### config.mk
export PLATFORM = sky130hd
export DESIGN_NAME = multiplexed_servo_pulse_sequencer
export DESIGN_NICKNAME = d
export VERILOG_FILES = /design/src/msps_pkg.sv /design/src/msps_cfg_regs.sv /design/src/msps_core.sv /design/src/multiplexed_servo_pulse_sequencer.sv
export SDC_FILE = /design/constraint.sdc
export NUM_CORES = 1
export LEC_CHECK = 0
export ABC_AREA = 1
export BUFFER_PORTS_ARGS = -buffer_cell sky130_fd_sc_hd__buf_2
export CAP_MARGIN = 10
export CORE_ASPECT_RATIO = 1.2
export CORE_UTILIZATION = 45
export CTS_BUF_LIST = sky130_fd_sc_hd__clkbuf_8 sky130_fd_sc_hd__clkbuf_16
export CTS_CLUSTER_SIZE = 14
export DETAILED_ROUTE_END_ITERATION = 7
export GPL_TIMING_DRIVEN = 0
export MAX_ROUTING_LAYER = met4
export SETUP_SLACK_MARGIN = 0.1
export SKIP_LAST_GASP = 1
export SLEW_MARGIN = 20
export SYNTH_ARGS = -nofsm -noshare
export SYNTH_HDL_FRONTEND = slang
export SYNTH_SLANG_ARGS = --single-unit
### constraint.sdc
create_clock -name clk -period 7.2 [get_ports clk]
set_input_delay 1.08 -clock clk [delete_from_list [all_inputs] [get_ports clk]]
set_output_delay 1.08 -clock clk [all_outputs]
set_load 0.01 [all_outputs]
### src/msps_pkg.sv
// Types and constants of the multiplexed servo pulse sequencer.
package msps_pkg;

	localparam int NUM_CHANNELS_DEF = 8;

	localparam logic [11:0] MIN_PULSE_RST  = 12'd544;
	localparam logic [11:0] MAX_PULSE_RST  = 12'd2400;
	localparam logic [15:0] SLOT_LENGTH_RST = 16'd2500;

	localparam logic [1:0] CFG_MIN_PULSE   = 2'd0;
	localparam logic [1:0] CFG_MAX_PULSE   = 2'd1;
	localparam logic [1:0] CFG_SLOT_LENGTH = 2'd2;

	typedef enum logic [1:0] {
		OP_TICK     = 2'd0,
		OP_SET      = 2'd1,
		OP_INCREASE = 2'd2,
		OP_DECREASE = 2'd3
	} op_t;

	typedef struct packed {
		logic [11:0] min_pulse_us;
		logic [11:0] max_pulse_us;
		logic [15:0] slot_length_us;
	} cfg_t;

	typedef struct packed {
		op_t         operation;
		logic [2:0]  channel;
		logic [11:0] amount_us;
	} item_t;

	typedef struct packed {
		logic [11:0] channel_width_us;
		logic        command_ignored;
		logic [2:0]  active_channel;
		logic [7:0]  pin_levels;
	} result_t;

endpackage

### src/msps_cfg_regs.sv
// Configuration register bank of the servo sequencer.
module msps_cfg_regs (
	input  logic                clk,
	input  logic                arst_n,
	input  logic                cfg_we,
	input  logic [1:0]          cfg_index,
	input  logic [15:0]         cfg_data,
	output msps_pkg::cfg_t      cfg
);

	msps_pkg::cfg_t cfg_q;

	always_ff @(posedge clk or negedge arst_n) begin
		if (!arst_n) begin
			cfg_q.min_pulse_us   <= msps_pkg::MIN_PULSE_RST;
			cfg_q.max_pulse_us   <= msps_pkg::MAX_PULSE_RST;
			cfg_q.slot_length_us <= msps_pkg::SLOT_LENGTH_RST;
		end else if (cfg_we) begin
			case (cfg_index)
				msps_pkg::CFG_MIN_PULSE:   cfg_q.min_pulse_us   <= cfg_data[11:0];
				msps_pkg::CFG_MAX_PULSE:   cfg_q.max_pulse_us   <= cfg_data[11:0];
				msps_pkg::CFG_SLOT_LENGTH: cfg_q.slot_length_us <= cfg_data;
				default: ;
			endcase
		end
	end

	assign cfg = cfg_q;

endmodule

### src/msps_core.sv
// Servo state and the single-pass update for one item.
module msps_core #(
	parameter int NumChannels = msps_pkg::NUM_CHANNELS_DEF
) (
	input  logic                clk,
	input  logic                arst_n,
	input  logic                commit,
	input  msps_pkg::item_t     item,
	input  msps_pkg::cfg_t      cfg,
	output msps_pkg::result_t   result
);

	localparam int ChW = (NumChannels > 1) ? $clog2(NumChannels) : 1;

	// The widths live in a ring that rotates at each slot end, so entry 0
	// always belongs to the channel whose slot is running.
	logic [11:0]    ring_q [NumChannels];
	logic [11:0]    ring_d [NumChannels];
	logic [ChW-1:0] slot_q, slot_d;
	logic [15:0]    cnt_q, cnt_d;
	logic [11:0]    latched_q, latched_d;

	logic           in_range;
	logic [ChW-1:0] chi;
	logic [ChW:0]   rel_pos;
	logic [ChW-1:0] idx;
	logic [11:0]    w_cur;
	logic [11:0]    w_set;
	logic [12:0]    w_sum;
	logic [11:0]    w_new;
	logic           ignored;
	logic [16:0]    cnt_inc;
	logic           slot_end;

	always_comb begin
		in_range = {2'b00, item.channel} < 5'(NumChannels);
		chi      = ChW'(item.channel);
		rel_pos  = {1'b0, chi} - {1'b0, slot_q};
		if (rel_pos[ChW]) begin
			rel_pos = rel_pos + (ChW + 1)'(NumChannels);
		end
		idx   = rel_pos[ChW-1:0];
		w_cur = ring_q[idx];

		w_set = (item.amount_us > cfg.max_pulse_us) ? cfg.max_pulse_us : item.amount_us;
		if (w_set < cfg.min_pulse_us) begin
			w_set = cfg.min_pulse_us;
		end
		w_sum = {1'b0, w_cur} + {1'b0, item.amount_us};

		w_new   = w_cur;
		ignored = 1'b0;
		case (item.operation)
			msps_pkg::OP_SET: begin
				w_new = w_set;
			end
			msps_pkg::OP_INCREASE: begin
				if (w_sum > {1'b0, cfg.max_pulse_us}) begin
					ignored = 1'b1;
				end else begin
					w_new = w_sum[11:0];
				end
			end
			msps_pkg::OP_DECREASE: begin
				if (w_cur < item.amount_us || (w_cur - item.amount_us) < cfg.min_pulse_us) begin
					ignored = 1'b1;
				end else begin
					w_new = w_cur - item.amount_us;
				end
			end
			default: ;
		endcase
		if (!in_range) begin
			ignored = 1'b0;
		end

		cnt_inc   = {1'b0, cnt_q} + 17'd1;
		slot_end  = cnt_inc >= {1'b0, cfg.slot_length_us};
		ring_d    = ring_q;
		slot_d    = slot_q;
		cnt_d     = cnt_q;
		latched_d = latched_q;
		if (item.operation == msps_pkg::OP_TICK) begin
			if (cnt_q == 16'd0) begin
				latched_d = ring_q[0];
			end
			if (slot_end) begin
				cnt_d  = 16'd0;
				slot_d = (slot_q == ChW'(NumChannels - 1)) ? '0 : slot_q + ChW'(1);
				for (int i = 0; i < NumChannels; i++) begin
					ring_d[i] = ring_q[(i + 1) % NumChannels];
				end
			end else begin
				cnt_d = cnt_inc[15:0];
			end
		end else if (in_range) begin
			ring_d[idx] = w_new;
		end

		result.pin_levels = 8'd0;
		if (cnt_d != 16'd0 && {4'd0, latched_d} >= cnt_d && 5'(slot_d) < 5'd8) begin
			result.pin_levels = 8'd1 << slot_d;
		end
		result.active_channel   = 3'(slot_d);
		result.command_ignored  = ignored;
		result.channel_width_us = in_range ? w_new : 12'd0;
	end

	always_ff @(posedge clk or negedge arst_n) begin
		if (!arst_n) begin
			for (int i = 0; i < NumChannels; i++) begin
				ring_q[i] <= 12'd0;
			end
			slot_q    <= '0;
			cnt_q     <= 16'd0;
			latched_q <= 12'd0;
		end else if (commit) begin
			ring_q    <= ring_d;
			slot_q    <= slot_d;
			cnt_q     <= cnt_d;
			latched_q <= latched_d;
		end
	end

endmodule

### src/multiplexed_servo_pulse_sequencer.sv
// The single-pass core update sits between the input register and
// the result register: one item per cycle unless the output stalls.
// The input and result registers decouple the two stream sides.
// Reset: arst_n clears widths, slot state, valid flags and restores the
// configuration to min 544, max 2400 and slot length 2500.
module multiplexed_servo_pulse_sequencer #(
	parameter int NumChannels = msps_pkg::NUM_CHANNELS_DEF
) (
	input  logic        clk,
	input  logic        arst_n,
	input  logic        s_axis_tvalid,
	output logic        s_axis_tready,
	// operation[1:0], channel[4:2], amount_us[16:5], zero fill[23:17]
	input  logic [23:0] s_axis_tdata,
	output logic        m_axis_tvalid,
	input  logic        m_axis_tready,
	// pin_levels[7:0], active_channel[10:8], command_ignored[11],
	// channel_width_us[23:12]
	output logic [23:0] m_axis_tdata,
	input  logic        cfg_we,
	input  logic [1:0]  cfg_index,
	input  logic [15:0] cfg_data
);

	msps_pkg::cfg_t    cfg;
	msps_pkg::item_t   item_s1;
	msps_pkg::result_t result;
	msps_pkg::result_t result_s2;
	logic              valid_s1;
	logic              valid_s2;
	logic              advance;

	assign advance       = valid_s1 && (!valid_s2 || m_axis_tready);
	assign s_axis_tready = !valid_s1 || advance;

	msps_cfg_regs u_cfg (
		.clk       (clk),
		.arst_n    (arst_n),
		.cfg_we    (cfg_we),
		.cfg_index (cfg_index),
		.cfg_data  (cfg_data),
		.cfg       (cfg)
	);

	msps_core #(
		.NumChannels (NumChannels)
	) u_core (
		.clk    (clk),
		.arst_n (arst_n),
		.commit (advance),
		.item   (item_s1),
		.cfg    (cfg),
		.result (result)
	);

	always_ff @(posedge clk or negedge arst_n) begin
		if (!arst_n) begin
			valid_s1 <= 1'b0;
			valid_s2 <= 1'b0;
		end else begin
			if (s_axis_tready) begin
				valid_s1 <= s_axis_tvalid;
			end
			if (advance) begin
				valid_s2 <= 1'b1;
			end else if (m_axis_tready) begin
				valid_s2 <= 1'b0;
			end
		end
	end

	always_ff @(posedge clk) begin
		if (s_axis_tvalid && s_axis_tready) begin
			item_s1.operation <= msps_pkg::op_t'(s_axis_tdata[1:0]);
			item_s1.channel   <= s_axis_tdata[4:2];
			item_s1.amount_us <= s_axis_tdata[16:5];
		end
		if (advance) begin
			result_s2 <= result;
		end
	end

	assign m_axis_tvalid = valid_s2;
	assign m_axis_tdata  = {result_s2.channel_width_us, result_s2.command_ignored,
		result_s2.active_channel, result_s2.pin_levels};

endmodule

==> summary.txt <==
Die
  – Die width: between 150 and 200 um
  – Vertical die dimension: roughly 200 um
  – Total core area: 32160 sq um
  – Rows: 72
  – Initial Util: around 46%
  – Area of the die: between 30000 and 40000 sq um
  – Count of boundary I/O pins: 73

CTS
  – Hold buffers post-CTS: 0
  – TritonCTS clock tree: built
  – Clock sinks: 210
  – Clk_lat worst skew: 0.54 ns
  – Clock tree root driver cell: clkbuf_16
  – Post-cts repair resize count: 0
  – Post-CTS Setup Repair Bufs: 0
  – Max clock buf depth: 3
  – Max H-tree Level: 1
  – Clock buffers created by TritonCTS: 24
  – Clock transition at the registers of the reported paths: 0.06 ns

Yosys
  – Ranking of synthesized cells by area: dfrtp_1, nand2_1, inv_1
  – Share of synthesized cell area in full adder, half adder and majority cells: 9.208%
  – Dominant cell by count in the synthesized netlist: nand2_1
  – Asr flop ratio synth: 80.48%
  – Share of the synthesized area in the top cell type: 26.99%
  – Most frequently used flop master after synthesis: dfrtp_1
  – Register bit count reported by yosys: 210
  – Total nets after synthesis: 2156
  – Per-instance average area after synthesis: 7.313 sq um
  – Most numerous cell types in the synthesized netlist: nand2_1, inv_1, a21oi_1
  – Count of mapped cells out of synthesis: 2003
  – Simple-gate share of the synthesized area: 21.82%
  – Area fraction in compound gates after synthesis: 16.81%
  – Number of flops mapped to enable cells by yosys: 41
  – Count of synthesis-stage warnings from yosys: 0
  – Portion of the post-synthesis area used by sequential elements: approximately 37%
  – Netlist area before placement: 14650 sq um
  – Dominant combinational cell family by area after synthesis: simple AND/OR/NAND/NOR gates
  – Multiplexer area fraction after synthesis: 0%
  – Library cell occupying the most area in the post-synthesis netlist: dfrtp_1
  – Synthesized-area fraction occupied by xor and xnor cells: 2.144%
  – Distinct cells, synth: 56

Critical path
  – Cell count of the worst reg-to-reg path: 29
  – WP data arrival: 6.91 ns
  – FF-to-FF setup slack: 0.54 ns
  – Path length in cells of the critical path: 29
  – Category of the critical setup timing path: flop to flop
  – Buffering stage count on the worst path with inverters included: 5
  – Element type at the critical path start: flop
  – Largest delay contributor family on the critical path: simple AND/OR/NAND/NOR gates
  – CP max-delay cell: fa_1
  – Launch point of the worst reg-to-reg path: u_core.slot_q[0]$_DFFE_PN0P_
  – Largest stage delay on the critical path: 0.53 ns
  – Worst-path fanout max: 10
  – Endpoint required time on the critical path: 7.46 ns
  – Reg2reg end: m_axis_tdata[17]$_DFFE_PP_
  – Critical Path Sink Type: flop

Pwr
  – Total power draw: roughly 7.4 mW
  – Total power density per cell area: 454.5 nW/um^2
  – IR Drop Worst-Case VDD: between 0.0003 and 0.0004 V
  – Leak: 8.770 nW

Timing
  – Unrepaired setup endpoints after global routing: no
  – Final worst-path cycle share: 92.45%
  – Total Negative Setup Slacks: 0 ns
  – Transition time at the pin with the least slew margin: 0.7624 ns
  – Tightest slew margin relative to the limit: 48.98%
  – Max Clk Rate: around 150 MHz
  – Worst Clk Skew: 0.01657 ns
  – Crit path setup slack, layout: approximately 0.54 ns
  – Final setup vio count: 0
  – Hold Violations, Final: 0
  – Final count of pins violating max slew: 0
  – Final critical-path required period: 6.656 ns

Route
  – Via density per instance: 5.318
  – Via count: 13410
  – Total wirelength of the detailed-routed design: about 47000 um
  – Router iterations before antenna repair: 5
  – Initial DRC count: about 1100
  – Antenna-violating nets left: 0
  – Number of remaining DRC errors: 0
  – Average wire per standard cell: 18.51 um

Final layout
  – Ratio of cells with drive above 1 in the final layout: 9.976%
  – Diodes inserted: 0
  – Post-layout util: 50.84%
  – Total number of nets in the final design: 2250
  – Area growth from synthesis to layout: 11.62%

Job
  – MaxCap Viol Count: 0

Placement
  – Place WS: 0.4116 ns
  – HPWL Detailed: ~36000 um
  – Total of buffers placed on input and output ports: 65
  – Placer Congestion: 0.9450

Global routing
  – Number of global-route vias before repair: ~13000
  – Overflow after GRT: 0
  – GR Util All Layers: approximately 29%
  – Largest net degree at the start of global routing: 74
  – Global-route wire length before repair: 71470 um
  – Antenna violations before repair: 0

Worst hold path
  – Type of the worst min-delay path: input port to async pin

Status
  – Status: complete, no violations
## cells in the final DEF (no fill, tap or decap), types with 5 or more instances in the layout
cell type / synthesis / routed
nand2_1: 513 / 513
inv_1: 391 / 401
a21oi_1: 262 / 262
dfrtp_1: 158 / 158
o21ai_0: 110 / 110
ha_1: 103 / 103
nor2_1: 83 / 83
buf_2: 13 / 77
nand3_1: 64 / 64
edfxtp_1: 41 / 41
clkbuf_1: 36 / 34
xor2_1: 25 / 25
clkbuf_16: 0 / 25
o22ai_1: 24 / 24
nand4_1: 21 / 21
nand3_2: 20 / 19
nor3_1: 14 / 14
dfstp_2: 11 / 11
inv_2: 9 / 9
buf_4: 8 / 8
buf_6: 7 / 7
o211ai_1: 6 / 6
o21ai_1: 6 / 6
nor2_2: 5 / 5
nor2_4: 5 / 5
a211oi_1: 5 / 5
o21ai_4: 5 / 5
clkinv_2: 0 / 5
## metal layers
metal	global-route usage, %	wire length [um]	vias to the layer above
met2	49.28	22320	443
met4	14.81	2508	0
met3	2.476	2633	124
met1	35.06	19210	6237
met5	-	0	-
li1	-	-	6607
## worst max path at each step
stage / from / endpoint / slack (ns)
6_report: u_core.slot_q[0]$_DFFE_PN0P_ / m_axis_tdata[17]$_DFFE_PP_ / 0.54
5_1_grt: u_core.slot_q[0]$_DFFE_PN0P_ / m_axis_tdata[16]$_DFFE_PP_ / 0.13
4_1_cts: u_core.slot_q[0]$_DFFE_PN0P_ / m_axis_tdata[17]$_DFFE_PP_ / 0.35
3_5_place_dp: u_core.slot_q[0]$_DFFE_PN0P_ / m_axis_tdata[17]$_DFFE_PP_ / 0.41
3_3_place_gp: u_core.slot_q[0]$_DFFE_PN0P_ / m_axis_tdata[17]$_DFFE_PP_ / 0.43
2_1_floorplan: u_core.slot_q[0]$_DFFE_PN0P_ / m_axis_tdata[17]$_DFFE_PP_ / 1.89
## through the flow
step           instances  hold WS (ns)  area [sq um]
2_1_floorplan       2003        0.4493         14650
3_3_place_gp        2475        0.4625         15480
3_5_place_dp        2478        0.4673         15570
4_1_cts             2522        0.4566         16330
5_1_grt             2522        0.4698         16350
6_report            2522        0.4423         16350
## cells by family after synthesis
kind of cell / count (synthesis)
compound gates: 447
xor+xnor: 32
fa+ha+maj: 106
buf+inv: 467
flops: 210
simple gates: 741
## state kept, by name (all words and copies together), names as in the netlist
signal	cells
u_core.latched_q	12
item_s1	17
u_core.slot_q	3
m_axis_tdata	24
valid_s1	1
u_cfg.cfg	40
u_core.ring_q	96
m_axis_tvalid	1
u_core.cnt_q	16
## cell type report
cell class / count / area, sq um
clock buffers: 28 / 666.9
multi-input cells: 1326 / 7340
plain buffers: 67 / 355.3
clock inverters: 16 / 92.59
fillers: 3122 / 15810
inverters: 400 / 1501
well taps: 407 / 509.2
repair buffers: 68 / 410.4
flip-flops and latches: 210 / 5474
## report_power, final
part,internal [mW],total [mW],switching (mW)
clock network,0.690,1.20,0.508
registers,1.65,2.00,0.356
logic,1.34,4.23,2.89
(Power assumes the default switching activity.)
